`config.mk`:
```
export PLATFORM = sky130hd
export DESIGN_NAME = zero_cross_peak_parabolic_top
export DESIGN_NICKNAME = d
export VERILOG_FILES = /design/src/design/zcpp_pkg.sv /design/src/design/zcpp_addsub.sv /design/src/design/zcpp_scan.sv /design/src/design/zcpp_vertex.sv /design/src/design/zero_cross_peak_parabolic_top.sv
export SDC_FILE = /design/constraint.sdc
export NUM_CORES = 2
export LEC_CHECK = 0
export BUFFER_PORTS_ARGS = -buffer_cell sky130_fd_sc_hd__buf_2
export CAP_MARGIN = 20
export CORE_MARGIN = 5
export CORE_UTILIZATION = 40
export DETAILED_ROUTE_END_ITERATION = 7
export PLACE_DENSITY = 0.62
export SYNTH_ARGS = -nofsm -noshare
export SYNTH_HDL_FRONTEND = slang
export SYNTH_SLANG_ARGS = --single-unit
export TNS_END_PERCENT = 50
```
`constraint.sdc`:
```
create_clock -name clock -period 10.2 [get_ports clock]
set_clock_uncertainty 0.15 [all_clocks]
set_input_delay 1.53 -clock clock [delete_from_list [all_inputs] [get_ports clock]]
set_output_delay 1.53 -clock clock [all_outputs]
set_load 0.01 [all_outputs]
```
`src/design/zcpp_pkg.sv`:
```
package zcpp_pkg;

   localparam int TIME_W    = 21;
   localparam int ELEV_W    = 24;
   localparam int FRAC_BITS = 16;

   // time and elevation differences
   localparam int DT_W = TIME_W + 1;
   localparam int DE_W = ELEV_W + 1;

   // shared add/sub unit and sequencer widths
   localparam int ACC_W     = 69;
   localparam int MC_W      = 68;
   localparam int MPL_W     = DE_W;
   localparam int MUL_STEPS = MPL_W;
   localparam int NUM_W     = ACC_W - 1;
   localparam int DIV_W     = 48;
   localparam int QUO_W     = 41;
   localparam int CNT_W     = 7;

   localparam logic [TIME_W-1:0] TIME_MAX    = '1;
   localparam longint            HOURS_LIMIT = longint'(24) << FRAC_BITS;
   localparam logic [TIME_W-1:0] PEAK_LIMIT  =
      (HOURS_LIMIT > longint'(TIME_MAX)) ? TIME_MAX : TIME_W'(HOURS_LIMIT);
   localparam logic [QUO_W-1:0]  OFFSET_CAP  = QUO_W'(1) << (QUO_W - 1);

   typedef struct packed {
      logic                     rise_flag;
      logic [TIME_W-1:0]        rise_stamp;
      logic                     set_flag;
      logic [TIME_W-1:0]        set_stamp;
      logic [TIME_W-1:0]        max_time;
      logic signed [ELEV_W-1:0] max_elev;
      logic                     before_valid;
      logic [TIME_W-1:0]        before_time;
      logic signed [ELEV_W-1:0] before_elev;
      logic                     after_valid;
      logic [TIME_W-1:0]        after_time;
      logic signed [ELEV_W-1:0] after_elev;
   } snap_type;

   typedef struct packed {
      logic              rise_found;
      logic [TIME_W-1:0] rise_time;
      logic              set_found;
      logic [TIME_W-1:0] set_time;
      logic [TIME_W-1:0] peak_time;
      logic              peak_refined;
   } result_type;

endpackage

```
`src/design/zcpp_addsub.sv`:
```
module zcpp_addsub (
   input  logic [zcpp_pkg::ACC_W-1:0] op_a,
   input  logic [zcpp_pkg::ACC_W-1:0] op_b,
   input  logic                       op_sub,
   output logic [zcpp_pkg::ACC_W-1:0] sum
);

   assign sum = op_a + (op_sub ? ~op_b : op_b) + zcpp_pkg::ACC_W'(op_sub);

endmodule

```
`src/design/zcpp_scan.sv`:
```
module zcpp_scan (
   input  logic                               clock,
   input  logic                               reset,
   input  logic                               accept,
   input  logic [zcpp_pkg::TIME_W-1:0]        time_hours,
   input  logic signed [zcpp_pkg::ELEV_W-1:0] elevation_sample,
   input  logic                               last_sample,
   output zcpp_pkg::snap_type                 snap
);

   logic                               seen_first_ff, seen_first_in;
   logic signed [zcpp_pkg::ELEV_W-1:0] prior_elev_ff, prior_elev_in;
   logic [zcpp_pkg::TIME_W-1:0]        prior_time_ff, prior_time_in;
   logic                               rise_flag_ff, rise_flag_in;
   logic [zcpp_pkg::TIME_W-1:0]        rise_stamp_ff, rise_stamp_in;
   logic                               set_flag_ff, set_flag_in;
   logic [zcpp_pkg::TIME_W-1:0]        set_stamp_ff, set_stamp_in;
   logic signed [zcpp_pkg::ELEV_W-1:0] max_elev_ff, max_elev_in;
   logic [zcpp_pkg::TIME_W-1:0]        max_time_ff, max_time_in;
   logic                               before_valid_ff, before_valid_in;
   logic [zcpp_pkg::TIME_W-1:0]        before_time_ff, before_time_in;
   logic signed [zcpp_pkg::ELEV_W-1:0] before_elev_ff, before_elev_in;
   logic                               after_valid_ff, after_valid_in;
   logic [zcpp_pkg::TIME_W-1:0]        after_time_ff, after_time_in;
   logic signed [zcpp_pkg::ELEV_W-1:0] after_elev_ff, after_elev_in;

   logic prior_neg;
   logic cur_neg;

   assign prior_neg = prior_elev_ff[zcpp_pkg::ELEV_W-1];
   assign cur_neg   = elevation_sample[zcpp_pkg::ELEV_W-1];

   always_comb begin
      seen_first_in   = seen_first_ff;
      prior_elev_in   = prior_elev_ff;
      prior_time_in   = prior_time_ff;
      rise_flag_in    = rise_flag_ff;
      rise_stamp_in   = rise_stamp_ff;
      set_flag_in     = set_flag_ff;
      set_stamp_in    = set_stamp_ff;
      max_elev_in     = max_elev_ff;
      max_time_in     = max_time_ff;
      before_valid_in = before_valid_ff;
      before_time_in  = before_time_ff;
      before_elev_in  = before_elev_ff;
      after_valid_in  = after_valid_ff;
      after_time_in   = after_time_ff;
      after_elev_in   = after_elev_ff;
      if (accept) begin
         if (!seen_first_ff) begin
            seen_first_in   = 1'b1;
            max_elev_in     = elevation_sample;
            max_time_in     = time_hours;
            before_valid_in = 1'b0;
            after_valid_in  = 1'b0;
         end else begin
            if (elevation_sample > max_elev_ff) begin
               before_time_in  = prior_time_ff;
               before_elev_in  = prior_elev_ff;
               before_valid_in = 1'b1;
               max_elev_in     = elevation_sample;
               max_time_in     = time_hours;
               after_valid_in  = 1'b0;
            end else if (!after_valid_ff) begin
               after_time_in  = time_hours;
               after_elev_in  = elevation_sample;
               after_valid_in = 1'b1;
            end
            if (!rise_flag_ff && prior_neg && !cur_neg) begin
               rise_flag_in  = 1'b1;
               rise_stamp_in = time_hours;
            end
            if (!set_flag_ff && !prior_neg && cur_neg) begin
               set_flag_in  = 1'b1;
               set_stamp_in = time_hours;
            end
         end
         prior_elev_in = elevation_sample;
         prior_time_in = time_hours;
      end
   end

   // run state as it stands after this item
   always_comb begin
      snap.rise_flag    = rise_flag_in;
      snap.rise_stamp   = rise_stamp_in;
      snap.set_flag     = set_flag_in;
      snap.set_stamp    = set_stamp_in;
      snap.max_time     = max_time_in;
      snap.max_elev     = max_elev_in;
      snap.before_valid = before_valid_in;
      snap.before_time  = before_time_in;
      snap.before_elev  = before_elev_in;
      snap.after_valid  = after_valid_in;
      snap.after_time   = after_time_in;
      snap.after_elev   = after_elev_in;
   end

   always_ff @(posedge clock) begin
      if (reset || (accept && last_sample)) begin
         seen_first_ff   <= 1'b0;
         rise_flag_ff    <= 1'b0;
         set_flag_ff     <= 1'b0;
         before_valid_ff <= 1'b0;
         after_valid_ff  <= 1'b0;
         rise_stamp_ff   <= '0;
         set_stamp_ff    <= '0;
      end else begin
         seen_first_ff   <= seen_first_in;
         rise_flag_ff    <= rise_flag_in;
         set_flag_ff     <= set_flag_in;
         before_valid_ff <= before_valid_in;
         after_valid_ff  <= after_valid_in;
         rise_stamp_ff   <= rise_stamp_in;
         set_stamp_ff    <= set_stamp_in;
      end
      prior_elev_ff  <= prior_elev_in;
      prior_time_ff  <= prior_time_in;
      max_elev_ff    <= max_elev_in;
      max_time_ff    <= max_time_in;
      before_time_ff <= before_time_in;
      before_elev_ff <= before_elev_in;
      after_time_ff  <= after_time_in;
      after_elev_ff  <= after_elev_in;
   end

endmodule

```
`src/design/zcpp_vertex.sv`:
```
module zcpp_vertex (
   input  logic                 clock,
   input  logic                 reset,
   input  logic                 start,
   input  zcpp_pkg::snap_type   snap,
   output logic                 idle,
   output logic                 done,
   input  logic                 taken,
   output zcpp_pkg::result_type result
);

   typedef enum logic [12:0] {
      ST_IDLE    = 13'b0000000000001,
      ST_CHECK   = 13'b0000000000010,
      ST_DEN_A   = 13'b0000000000100,
      ST_DEN_B   = 13'b0000000001000,
      ST_DEN_FIX = 13'b0000000010000,
      ST_SQ1     = 13'b0000000100000,
      ST_NUM_A   = 13'b0000001000000,
      ST_SQ2     = 13'b0000010000000,
      ST_NUM_B   = 13'b0000100000000,
      ST_NUM_FIX = 13'b0001000000000,
      ST_DIVIDE  = 13'b0010000000000,
      ST_VERTEX  = 13'b0100000000000,
      ST_DONE    = 13'b1000000000000
   } state_type;

   state_type                          state_ff, state_in;
   zcpp_pkg::snap_type                 snap_ff, snap_in;
   logic [zcpp_pkg::CNT_W-1:0]         cnt_ff, cnt_in;
   logic [zcpp_pkg::ACC_W-1:0]         acc_ff, acc_in;
   logic [zcpp_pkg::MC_W-1:0]          mcand_ff, mcand_in;
   logic [zcpp_pkg::MPL_W-1:0]         mplier_ff, mplier_in;
   logic                               sub_ff, sub_in;
   logic [zcpp_pkg::ACC_W-1:0]         num_ff, num_in;
   logic [zcpp_pkg::DIV_W-1:0]         dmag_ff, dmag_in;
   logic                               den_neg_ff, den_neg_in;
   logic                               num_neg_ff, num_neg_in;
   logic [zcpp_pkg::QUO_W-1:0]         quo_ff, quo_in;
   logic                               over_ff, over_in;
   logic [zcpp_pkg::TIME_W-1:0]        peak_ff, peak_in;
   logic                               refined_ff, refined_in;

   logic signed [zcpp_pkg::DT_W-1:0]   d1, d2;
   logic signed [zcpp_pkg::DE_W-1:0]   g0, g2;
   logic [zcpp_pkg::DT_W-1:0]          d1_mag, d2_mag;
   logic [zcpp_pkg::DE_W-1:0]          g0_mag, g2_mag;
   logic                               usable;
   logic                               mul_phase;
   logic                               mul_last;
   logic [zcpp_pkg::ACC_W-1:0]         op_a, op_b, sum;
   logic                               op_sub;
   logic [zcpp_pkg::ACC_W-1:0]         step_acc;
   logic [zcpp_pkg::ACC_W-1:0]         abs_acc;
   logic [zcpp_pkg::ACC_W-1:0]         div_shift;
   logic [zcpp_pkg::QUO_W-1:0]         offset;

   zcpp_addsub u_addsub (
      .op_a   (op_a),
      .op_b   (op_b),
      .op_sub (op_sub),
      .sum    (sum)
   );

   // parabola terms around the maximum
   assign d1 = $signed({1'b0, snap_ff.max_time}) - $signed({1'b0, snap_ff.before_time});
   assign d2 = $signed({1'b0, snap_ff.max_time}) - $signed({1'b0, snap_ff.after_time});
   assign g0 = $signed({snap_ff.max_elev[zcpp_pkg::ELEV_W-1], snap_ff.max_elev})
             - $signed({snap_ff.before_elev[zcpp_pkg::ELEV_W-1], snap_ff.before_elev});
   assign g2 = $signed({snap_ff.max_elev[zcpp_pkg::ELEV_W-1], snap_ff.max_elev})
             - $signed({snap_ff.after_elev[zcpp_pkg::ELEV_W-1], snap_ff.after_elev});

   assign d1_mag = d1[zcpp_pkg::DT_W-1] ? -d1 : d1;
   assign d2_mag = d2[zcpp_pkg::DT_W-1] ? -d2 : d2;
   assign g0_mag = g0[zcpp_pkg::DE_W-1] ? -g0 : g0;
   assign g2_mag = g2[zcpp_pkg::DE_W-1] ? -g2 : g2;

   assign usable = snap_ff.before_valid && snap_ff.after_valid
                && (snap_ff.before_time != snap_ff.max_time)
                && (snap_ff.max_time != snap_ff.after_time)
                && (snap_ff.before_time != snap_ff.after_time);

   assign mul_phase = (state_ff == ST_DEN_A) || (state_ff == ST_DEN_B)
                   || (state_ff == ST_SQ1) || (state_ff == ST_NUM_A)
                   || (state_ff == ST_SQ2) || (state_ff == ST_NUM_B);
   assign mul_last  = cnt_ff == zcpp_pkg::CNT_W'(zcpp_pkg::MUL_STEPS - 1);

   assign step_acc  = mplier_ff[0] ? sum : acc_ff;
   assign abs_acc   = acc_ff[zcpp_pkg::ACC_W-1] ? sum : acc_ff;
   assign div_shift = {acc_ff[zcpp_pkg::ACC_W-2:0], num_ff[zcpp_pkg::NUM_W-1]};
   assign offset    = (over_ff || (quo_ff > zcpp_pkg::OFFSET_CAP)) ?
                      zcpp_pkg::OFFSET_CAP : quo_ff;

   // operand select for the shared add/sub unit
   always_comb begin
      unique case (state_ff)
         ST_DIVIDE: begin
            op_a   = div_shift;
            op_b   = zcpp_pkg::ACC_W'(dmag_ff);
            op_sub = 1'b1;
         end
         ST_VERTEX: begin
            op_a   = zcpp_pkg::ACC_W'(snap_ff.max_time);
            op_b   = zcpp_pkg::ACC_W'(offset);
            op_sub = (num_neg_ff == den_neg_ff);
         end
         ST_DEN_FIX, ST_NUM_FIX: begin
            op_a   = '0;
            op_b   = acc_ff;
            op_sub = 1'b1;
         end
         default: begin
            op_a   = acc_ff;
            op_b   = zcpp_pkg::ACC_W'(mcand_ff);
            op_sub = sub_ff;
         end
      endcase
   end

   always_comb begin
      state_in   = state_ff;
      snap_in    = snap_ff;
      cnt_in     = cnt_ff;
      acc_in     = acc_ff;
      mcand_in   = mcand_ff;
      mplier_in  = mplier_ff;
      sub_in     = sub_ff;
      num_in     = num_ff;
      dmag_in    = dmag_ff;
      den_neg_in = den_neg_ff;
      num_neg_in = num_neg_ff;
      quo_in     = quo_ff;
      over_in    = over_ff;
      peak_in    = peak_ff;
      refined_in = refined_ff;

      // one shift-add step of the multiplier
      if (mul_phase) begin
         acc_in    = step_acc;
         mcand_in  = mcand_ff << 1;
         mplier_in = mplier_ff >> 1;
         cnt_in    = cnt_ff + 1'b1;
      end

      unique case (state_ff)
         ST_IDLE: begin
            if (start) begin
               snap_in  = snap;
               state_in = ST_CHECK;
            end
         end
         ST_CHECK: begin
            if (!usable) begin
               peak_in    = snap_ff.max_time;
               refined_in = 1'b0;
               state_in   = ST_DONE;
            end else begin
               acc_in    = '0;
               mcand_in  = zcpp_pkg::MC_W'(d1_mag);
               mplier_in = zcpp_pkg::MPL_W'(g2_mag);
               sub_in    = d1[zcpp_pkg::DT_W-1] ^ g2[zcpp_pkg::DE_W-1];
               cnt_in    = '0;
               state_in  = ST_DEN_A;
            end
         end
         ST_DEN_A: begin
            if (mul_last) begin
               mcand_in  = zcpp_pkg::MC_W'(d2_mag);
               mplier_in = zcpp_pkg::MPL_W'(g0_mag);
               sub_in    = !(d2[zcpp_pkg::DT_W-1] ^ g0[zcpp_pkg::DE_W-1]);
               cnt_in    = '0;
               state_in  = ST_DEN_B;
            end
         end
         ST_DEN_B: begin
            if (mul_last) begin
               state_in = ST_DEN_FIX;
            end
         end
         ST_DEN_FIX: begin
            if (acc_ff == '0) begin
               peak_in    = snap_ff.max_time;
               refined_in = 1'b0;
               state_in   = ST_DONE;
            end else begin
               den_neg_in = acc_ff[zcpp_pkg::ACC_W-1];
               dmag_in    = {abs_acc[zcpp_pkg::DIV_W-2:0], 1'b0};
               acc_in     = '0;
               mcand_in   = zcpp_pkg::MC_W'(d1_mag);
               mplier_in  = zcpp_pkg::MPL_W'(d1_mag);
               sub_in     = 1'b0;
               cnt_in     = '0;
               state_in   = ST_SQ1;
            end
         end
         ST_SQ1: begin
            if (mul_last) begin
               acc_in    = '0;
               mcand_in  = step_acc[zcpp_pkg::MC_W-1:0];
               mplier_in = zcpp_pkg::MPL_W'(g2_mag);
               sub_in    = g2[zcpp_pkg::DE_W-1];
               cnt_in    = '0;
               state_in  = ST_NUM_A;
            end
         end
         ST_NUM_A: begin
            if (mul_last) begin
               num_in    = step_acc;
               acc_in    = '0;
               mcand_in  = zcpp_pkg::MC_W'(d2_mag);
               mplier_in = zcpp_pkg::MPL_W'(d2_mag);
               sub_in    = 1'b0;
               cnt_in    = '0;
               state_in  = ST_SQ2;
            end
         end
         ST_SQ2: begin
            if (mul_last) begin
               acc_in    = num_ff;
               mcand_in  = step_acc[zcpp_pkg::MC_W-1:0];
               mplier_in = zcpp_pkg::MPL_W'(g0_mag);
               sub_in    = !g0[zcpp_pkg::DE_W-1];
               cnt_in    = '0;
               state_in  = ST_NUM_B;
            end
         end
         ST_NUM_B: begin
            if (mul_last) begin
               state_in = ST_NUM_FIX;
            end
         end
         ST_NUM_FIX: begin
            num_neg_in = acc_ff[zcpp_pkg::ACC_W-1];
            num_in     = zcpp_pkg::ACC_W'(abs_acc[zcpp_pkg::NUM_W-1:0]);
            acc_in     = '0;
            quo_in     = '0;
            over_in    = 1'b0;
            cnt_in     = '0;
            state_in   = ST_DIVIDE;
         end
         ST_DIVIDE: begin
            // restoring division, one quotient bit per cycle
            acc_in  = sum[zcpp_pkg::ACC_W-1] ? div_shift : sum;
            quo_in  = {quo_ff[zcpp_pkg::QUO_W-2:0], !sum[zcpp_pkg::ACC_W-1]};
            over_in = over_ff | quo_ff[zcpp_pkg::QUO_W-1];
            num_in  = num_ff << 1;
            cnt_in  = cnt_ff + 1'b1;
            if (cnt_ff == zcpp_pkg::CNT_W'(zcpp_pkg::NUM_W - 1)) begin
               state_in = ST_VERTEX;
            end
         end
         ST_VERTEX: begin
            priority if (sum[zcpp_pkg::ACC_W-1]) begin
               peak_in = '0;
            end else if (sum > zcpp_pkg::ACC_W'(zcpp_pkg::PEAK_LIMIT)) begin
               peak_in = zcpp_pkg::PEAK_LIMIT;
            end else begin
               peak_in = sum[zcpp_pkg::TIME_W-1:0];
            end
            refined_in = 1'b1;
            state_in   = ST_DONE;
         end
         ST_DONE: begin
            if (taken) begin
               state_in = ST_IDLE;
            end
         end
         default: begin
            state_in = ST_IDLE;
         end
      endcase
   end

   always_ff @(posedge clock) begin
      if (reset) begin
         state_ff <= ST_IDLE;
      end else begin
         state_ff <= state_in;
      end
      snap_ff    <= snap_in;
      cnt_ff     <= cnt_in;
      acc_ff     <= acc_in;
      mcand_ff   <= mcand_in;
      mplier_ff  <= mplier_in;
      sub_ff     <= sub_in;
      num_ff     <= num_in;
      dmag_ff    <= dmag_in;
      den_neg_ff <= den_neg_in;
      num_neg_ff <= num_neg_in;
      quo_ff     <= quo_in;
      over_ff    <= over_in;
      peak_ff    <= peak_in;
      refined_ff <= refined_in;
   end

   assign idle = (state_ff == ST_IDLE);
   assign done = (state_ff == ST_DONE);

   always_comb begin
      result.rise_found   = snap_ff.rise_flag;
      result.rise_time    = snap_ff.rise_flag ? snap_ff.rise_stamp : '0;
      result.set_found    = snap_ff.set_flag;
      result.set_time     = snap_ff.set_flag ? snap_ff.set_stamp : '0;
      result.peak_time    = peak_ff;
      result.peak_refined = refined_ff;
   end

endmodule

```
`src/design/zero_cross_peak_parabolic_top.sv`:
```
// an item without the last mark updates the registered run state and gives no result
// last item: with no vertex formed the result follows the check alone, with a zero vertex
// denominator it follows two products, else six 25-step shift-add products and a 68-step divide
// throughput: one item per cycle within a run; after a last item input waits for the peak unit
// reset: synchronous active high, clears the run state, the peak unit and the output register
module zero_cross_peak_parabolic_top (
   input  logic                               clock,
   input  logic                               reset,
   input  logic                               req_valid,
   output logic                               req_ready,
   input  logic [zcpp_pkg::TIME_W-1:0]        req_time_hours,
   input  logic signed [zcpp_pkg::ELEV_W-1:0] req_elevation_sample,
   input  logic                               req_last_sample,
   output logic                               rsp_valid,
   input  logic                               rsp_ready,
   output logic                               rsp_rise_found,
   output logic [zcpp_pkg::TIME_W-1:0]        rsp_rise_time,
   output logic                               rsp_set_found,
   output logic [zcpp_pkg::TIME_W-1:0]        rsp_set_time,
   output logic [zcpp_pkg::TIME_W-1:0]        rsp_peak_time,
   output logic                               rsp_peak_refined
);

   logic                 accept;
   logic                 engine_idle;
   logic                 engine_done;
   logic                 load;
   zcpp_pkg::snap_type   snap;
   zcpp_pkg::result_type engine_result;

   logic                 rsp_valid_ff, rsp_valid_in;
   zcpp_pkg::result_type rsp_result_ff, rsp_result_in;

   assign req_ready = engine_idle;
   assign accept    = req_valid && req_ready;

   zcpp_scan u_scan (
      .clock            (clock),
      .reset            (reset),
      .accept           (accept),
      .time_hours       (req_time_hours),
      .elevation_sample (req_elevation_sample),
      .last_sample      (req_last_sample),
      .snap             (snap)
   );

   zcpp_vertex u_vertex (
      .clock  (clock),
      .reset  (reset),
      .start  (accept && req_last_sample),
      .snap   (snap),
      .idle   (engine_idle),
      .done   (engine_done),
      .taken  (load),
      .result (engine_result)
   );

   // output register
   assign load = engine_done && (!rsp_valid_ff || rsp_ready);

   always_comb begin
      rsp_result_in = rsp_result_ff;
      priority if (load) begin
         rsp_valid_in  = 1'b1;
         rsp_result_in = engine_result;
      end else if (rsp_ready) begin
         rsp_valid_in = 1'b0;
      end else begin
         rsp_valid_in = rsp_valid_ff;
      end
   end

   always_ff @(posedge clock) begin
      if (reset) begin
         rsp_valid_ff <= 1'b0;
      end else begin
         rsp_valid_ff <= rsp_valid_in;
      end
      rsp_result_ff <= rsp_result_in;
   end

   assign rsp_valid        = rsp_valid_ff;
   assign rsp_rise_found   = rsp_result_ff.rise_found;
   assign rsp_rise_time    = rsp_result_ff.rise_time;
   assign rsp_set_found    = rsp_result_ff.set_found;
   assign rsp_set_time     = rsp_result_ff.set_time;
   assign rsp_peak_time    = rsp_result_ff.peak_time;
   assign rsp_peak_refined = rsp_result_ff.peak_refined;

endmodule
```
Yosys cells after proc, flatten, opt, wreduce, memory -nomap -nowiden
Cells that the tools add are included.
{"block": "word_totals", "reg_bits": 840, "inputBits": 50, "out_inout_bits": 68, "elab_cells": 252}
{"block": "op_classes", "add_sub_neg": 11, "order_cmp": 3, "n_eq_ne": 32, "muxes": 107, "bitwise": 5, "reduce_logical": 46}
{"cell": "69-bit two-way mux", "count": 9}
{"cell": "69-bit case mux with 3 select lines", "count": 3}
{"cell": "21-bit two-way mux", "count": 20}
{"cell": "69-bit case mux with 6 select lines", "count": 1}
{"cell": "68-bit two-way mux", "count": 6}
{"cell": "68-bit case mux with 4 select lines", "count": 1}
{"cell": "24-bit two-way mux", "count": 10}
{"cell": "25-bit two-way mux", "count": 8}
{"cell": "13-bit case mux with 13 select lines", "count": 1}
{"cell": "13-bit two-way mux", "count": 11}
{"cell": "25-bit case mux with 5 select lines", "count": 1}
{"cell": "41-bit case mux with 2 select lines", "count": 1}
{"cell": "69-bit by 1-bit adder with 69-bit output", "count": 1}
{"cell": "69-bit adder", "count": 1}
{"cell": "69-bit by 21-bit > comparator with 1-bit output (second input constant)", "count": 1}
{"cell": "69-bit logical NOT", "count": 1}
{"cell": "69-bit inverter", "count": 1}
{"cell": "21-bit != test", "count": 3}
{"cell": "21-bit case mux with 3 select lines", "count": 1}
{"cell": "25-bit negation", "count": 2}
{"cell": "24-bit by 24-bit subtractor with 25-bit output", "count": 2}
{"cell": "22-bit two-way mux", "count": 2}
{"cell": "22-bit negation", "count": 2}
{"cell": "21-bit by 21-bit subtractor with 22-bit output", "count": 2}
{"cell": "44 further kinds", "count": 113}

Depth between registers and ports, before layout
{"block": "logic_depth", "word_depth": 12, "mapped_depth": 28, "depth_no_buf": 22}

Cells and area by module
A second synthesis with hierarchy kept.
{"block": "unflattened", "cells_unflattened": 5037, "hier_area_um2": 50095.5}
{"mod": "zcpp_vertex", "n_inst": 1, "cells_each": 3730, "area_each_um2": 35132.4, "seq_area_each_um2": 14574.0}
{"mod": "zcpp_scan", "n_inst": 1, "cells_each": 582, "area_each_um2": 8326.7, "seq_area_each_um2": 4994.8}
{"mod": "zcpp_addsub", "n_inst": 1, "cells_each": 652, "area_each_um2": 4586.9, "seq_area_each_um2": 0.0}
{"mod": "zero_cross_peak_parabolic_top", "n_inst": 1, "cells_each": 73, "area_each_um2": 2049.5, "seq_area_each_um2": 2001.9}

Least setup slack after synthesis
OpenSTA, ideal clock, no wires.
{"block": "synth_timing", "kind": "reg-to-reg", "start": "reg u_vertex.state_ff[9]", "end": "reg u_scan.rise_stamp_ff[10] (netlist bit)", "setup_ns": 0.128, "arrival_time_ns": 7.818, "path_slack_ns": 2.104, "stages_incl_launch_ff": 15, "synth_period_minus_slack_ns": 8.096, "path_cell_list": "dfxtp_1 clkbuf_1 or3_1 buf_2 nor2_1 nand3_1 nor3b_1 nand2_1 inv_1 nand2_1 inv_1 or2_2 clkbuf_1 clkbuf_1 nor2b_1"}
{"block": "synth_via", "elab_chain_cells": 4}
{"element": "start: declaration", "line_no": "zcpp_vertex.sv:28", "source": "state_type state_ff, state_in;"}
{"element": "start signal: assignment", "line_no": "zcpp_vertex.sv:278", "source": "state_ff <= state_in;"}
{"element": "13-bit by 1-bit equality test with 1-bit output *", "line_no": "zcpp_vertex.sv:296", "source": "assign idle = (state_ff == ST_IDLE);"}
{"element": "named net req_ready", "line_no": "zero_cross_peak_parabolic_top.sv:10", "source": "output logic req_ready,"}
{"element": "1-bit logical AND *", "line_no": "zero_cross_peak_parabolic_top.sv:35", "source": "assign accept = req_valid && req_ready;"}
{"element": "named net accept", "line_no": "zero_cross_peak_parabolic_top.sv:24", "source": "logic accept;"}
{"element": "1-bit logical AND", "line_no": "zcpp_scan.sv:100", "source": "if (reset || (accept && last_sample)) begin"}
{"element": "1-bit logical OR", "line_no": "zcpp_scan.sv:100"}
{"element": "end signal: assignment", "line_no": "zcpp_scan.sv:114", "source": "rise_stamp_ff <= rise_stamp_in;"}
{"element": "end: declaration", "line_no": "zcpp_scan.sv:15", "source": "logic [zcpp_pkg::TIME_W-1:0] rise_stamp_ff, rise_stamp_in;"}
The timed path passes the listed nets; every way through them passes the cells marked *.
A chain may end at the register's enable or synchronous reset.

Worst setup path after layout
{"block": "layout_timing", "start": "reg u_vertex.state_ff[5]", "end": "reg u_vertex.peak_ff[19] (netlist bit), data pin"}
{"block": "layout_via", "elab_chain_cells": 11}
{"element": "13-bit by 10-bit equality test with 1-bit output / 13-bit by 5-bit equality test with 1-bit output (equally long branches)", "line_no": "zcpp_vertex.sv:96, zcpp_vertex.sv:145"}
{"element": "2-bit OR reduction"}
{"element": "69-bit case mux with 3 select lines", "line_no": "zcpp_vertex.sv:96", "source": "unique case (state_ff)"}
{"element": "69-bit inverter", "line_no": "zcpp_addsub.sv:8", "source": "assign sum = op_a + (op_sub ? ~op_b : op_b) + zcpp_pkg::ACC_W'(op_sub);"}
{"element": "69-bit two-way mux", "line_no": "zcpp_addsub.sv:8"}
{"element": "69-bit adder", "line_no": "zcpp_addsub.sv:8"}
{"element": "69-bit by 1-bit adder with 69-bit output", "line_no": "zcpp_addsub.sv:8"}
{"element": "69-bit by 21-bit > comparator with 1-bit output", "line_no": "zcpp_vertex.sv:255", "source": "end else if (sum > zcpp_pkg::ACC_W'(zcpp_pkg::PEAK_LIMIT)) begin"}
{"element": "21-bit two-way mux", "line_no": "zcpp_vertex.sv:255"}
{"element": "21-bit two-way mux", "line_no": "zcpp_vertex.sv:253", "source": "priority if (sum[zcpp_pkg::ACC_W-1]) begin"}
{"element": "21-bit case mux with 3 select lines *", "line_no": "zcpp_vertex.sv:145", "source": "unique case (state_ff)"}
{"element": "named net u_vertex.peak_in, one bit", "line_no": "zcpp_vertex.sv:41", "source": "logic [zcpp_pkg::TIME_W-1:0] peak_ff, peak_in;"}
{"element": "end signal: assignment", "line_no": "zcpp_vertex.sv:292", "source": "peak_ff <= peak_in;"}
{"element": "end: declaration", "line_no": "zcpp_vertex.sv:41"}
Marks and branches as above.

==> impl_metrics.tcl <==
set metrics [dict create \
    status "finished, final reports clean" \
    grt_usage_pct 24.48 \
    ys_seq_area_share_pct 42.82 \
    crit_type "reg2reg" \
    io_buffers 117 \
    grt_antenna_before_repair 4 \
    synth_commonest_cells "482 x nand2_1, 475 x edfxtp_1, 365 x dfxtp_1" \
    cts_hold_buf 0 \
    relSlewSlack_pct 22.62 \
    cts_tree "built" \
    synth_nets 5473 \
    dieArea_sq_um 133100 \
    highest_layer "met5" \
    path_buf_inv 3 \
    die_w_um 364.9 \
    p_sw_share_pct 37.48 \
    p_comb_share_pct 37.8 \
    numCtsBuffers 94 \
    yosysTopAreaCellShare_pct 28.31 \
    fmax_mhz 122.9 \
    cp.arrival_ps 8440 \
    ios 118 \
    initial_core_util_pct 40.17 \
    p_leak_uw 0.02091 \
    powerDensity_nw_per_um2 232.3 \
    grt_pass1_wl_um 253100 \
    crit_path_end_kind "register" \
    ys.flop_type "edfxtp_1" \
    finalSetupViolCount 0 \
    yosysMostFrequentCell "nand2_1" \
    gp_congestion 0.9732 \
    routedWlPerCell_um 24.37 \
    cts_buffer_depth 3 \
    critical_path_cell_count 22 \
    synthesis.area_sq_um 50380 \
    final_hold_viol_count 0 \
    post-route-util_pct 44.48 \
    synth_cell_types 95 \
    route.met2.wl_um 78220 \
    htree_levels 3 \
    vias 41773 \
    hold_path_class "reg2reg" \
    cts_setup_buffers 0 \
    hold_start "u_vertex.peak_ff[1]" \
    num_rows 130 \
    wl_met1_um 70070 \
    syn_avg_cell_area_sq_um 9.631 \
    max_stage_delay_ps 760 \
    path_clk_slew_ps 60 \
    drt-total-wl_um 168300 \
    grt_pass1_vias 40540 \
    grt_max_degree 107 \
    die_h_um 364.9 \
    power_frac_clock_pct 26.9 \
    yosysWarnings 0 \
    r2r_cells 22 \
    syn_to_final_growth_pct 10.71 \
    met3_length_um 11100 \
    drv_cap 0 \
    netlist_instances 5231 \
    synth_edf_count 475 \
    fin_crit_ps 8135 \
    critical-path-top-delay-family "simple AND/OR/NAND/NOR gates" \
    setup-tns-final_ps 0 \
    maxSlewViolCount 0 \
    ctsResizeCount 0 \
    rr_startpoint "u_vertex.state_ff[5]" \
    cts_sinks 840 \
    cts_root_buffer "clkbuf_16" \
    drt_iter0_drc 4400 \
    ys_ff_latch 840 \
    p_sw_uw 4857 \
    synth_area_leaders "edfxtp_1 28%, dfxtp_1 15%, mux2_2 5.2%" \
    synth_top_cell_by_area "edfxtp_1" \
    core_sq_um 125400 \
    ir_drop_mv 0.3378 \
    crit_required_ps 10500 \
    drc_errors 0 \
    path_cells "or4_4 > or2_1 > nor2_1 > nand2_1 > inv_2 > mux2i_1 > and3_2 > buf_4 > xnor2_1 > ha_1 > nand4_1 > nor4_1 > nand2_1 > or3_1 > o211ai_1 > a21boi_0 > xor2_1 > nor4b_1 > nand4_1 > nand4bb_1 > buf_4 > o21a_1" \
    layout-drive-gt1-share_pct 12.54 \
    seq_power_share_pct 35.3 \
    insertion_delay_ps 720 \
    dpl.hpwl_um 121200 \
    cell_internal_pwr_uw 8102 \
    n_antenna_cell 0 \
    async_flop_share_pct 0 \
    ant_nets 0 \
    grt.overflow.total 0 \
    tightest_slew_ps 1131 \
    firstDrtPassIters 7 \
    fin_crit_sh_pct 79.76 \
    rsz0062_at_grt "false" \
    critPathLaunch "u_vertex.state_ff[5]" \
    path_max_fanout 30 \
    critical_path.slowest_cell "nor4_1" \
    nets 5416 \
    avgViaCountPerCell 6.051 \
    whs_path_depth 0 \
    startpoint_type "register" \
]
## metrics by stage
| stage | hold WS, ps | power (uW) | cell area, sq um | worst slack [ps] | std cells |
|---|---|---|---|---|---|
| 2_1_floorplan | 250.3 | 7859 | 50380 | 2104 | 5231 |
| 6_report | 277.7 | 12960 | 55780 | 2065 | 6904 |
| 3_3_place_gp | 265.9 | 9358 | 52520 | 1968 | 6724 |
| 3_5_place_dp | 266.4 | 9435 | 52520 | 2231 | 6725 |
| 5_1_grt | 283.6 | 13590 | 55780 | 1604 | 6904 |
| 4_1_cts | 280.6 | 12950 | 55730 | 2189 | 6901 |
## kinds of logic after synthesis
family | after synthesis | share of synthesized area (%)
buf+inv | 539 | 4.053
mux | 467 | 9.882
simple gates | 1500 | 14.46
flops | 840 | 42.82
compound gates | 1398 | 18.77
xor+xnor | 295 | 5.173
fa+ha+maj | 192 | 4.843
## placed cells by master (no fill, tap or decap), types with 76 or more instances in the layout
cell type / synthesis / routed
edfxtp_1: 475 / 475
inv_1: 183 / 179
o21ai_0: 288 / 286
dfxtp_1: 365 / 363
buf_2: 14 / 117
nand3_1: 83 / 81
nand2_1: 482 / 479
ha_1: 187 / 187
xor2_1: 79 / 79
mux2i_1: 233 / 232
a22oi_1: 100 / 100
a21oi_1: 284 / 282
buf_4: 0 / 76
and2_1: 110 / 110
nor2_1: 350 / 344
mux2_2: 233 / 233
clkbuf_16: 0 / 98
xnor2_1: 213 / 212
a21o_1: 86 / 85
## cell type report
cell class | count | area, sq um
Clock buffer | 137 | 2699
Clock inverter | 39 | 515.5
Fill cell | 11938 | 69630
Inverter | 186 | 703.2
Multi-Input combinational cell | 3852 | 26950
Sequential cell | 840 | 21580
Tap cell | 1650 | 2064
Timing Repair Buffer | 200 | 1264
## worst paths after layout
path	to	slack [ps]
worst max-delay path	u_vertex.peak_ff[19]	2060
worst min-delay path	rsp_peak_time[1]	280
worst max register to register	u_vertex.peak_ff[19]	2060
worst min register to register	rsp_peak_time[1]	280
## power by group through the flow
stage	Sequential [uW]	Clock (uW)	Combinational [uW]
floorplan	4470	0	3390
global placement	4620	0	4740
detailed placement	4640	0	4800
CTS	4570	3560	4830
global route	4620	3690	5280
finish	4570	3490	4900
## flip-flops by register name, summed over array words and instances (netlist names), 2 cells and up
register and count:
u_vertex.quo_ff 41, u_vertex.state_ff 13, u_vertex.num_ff 69, u_vertex.cnt_ff 7
u_vertex.peak_ff 21, u_scan.after_time_ff 21, u_vertex.mcand_ff 68, u_scan.set_stamp_ff 21
u_vertex.snap_ff 179, u_scan.max_elev_ff 24, u_scan.max_time_ff 21, u_scan.after_elev_ff 24
u_vertex.result 2, rsp_rise_time 21, u_scan.prior_time_ff 21, u_scan.before_time_ff 21
u_scan.rise_stamp_ff 21, u_scan.prior_elev_ff 24, u_vertex.dmag_ff 47, u_vertex.mplier_ff 25
u_scan.before_elev_ff 24, rsp_set_time 21, rsp_peak_time 21, u_vertex.acc_ff 69
## per-layer routing
layer | global-route usage, % | up-vias
li1 | - | 19350
met1 | 31.22 | 20422
met2 | 40.70 | 1575
met3 | 4.247 | 424
met4 | 11.12 | 2
met5 | 0 | -
(Power assumes the default switching activity.)
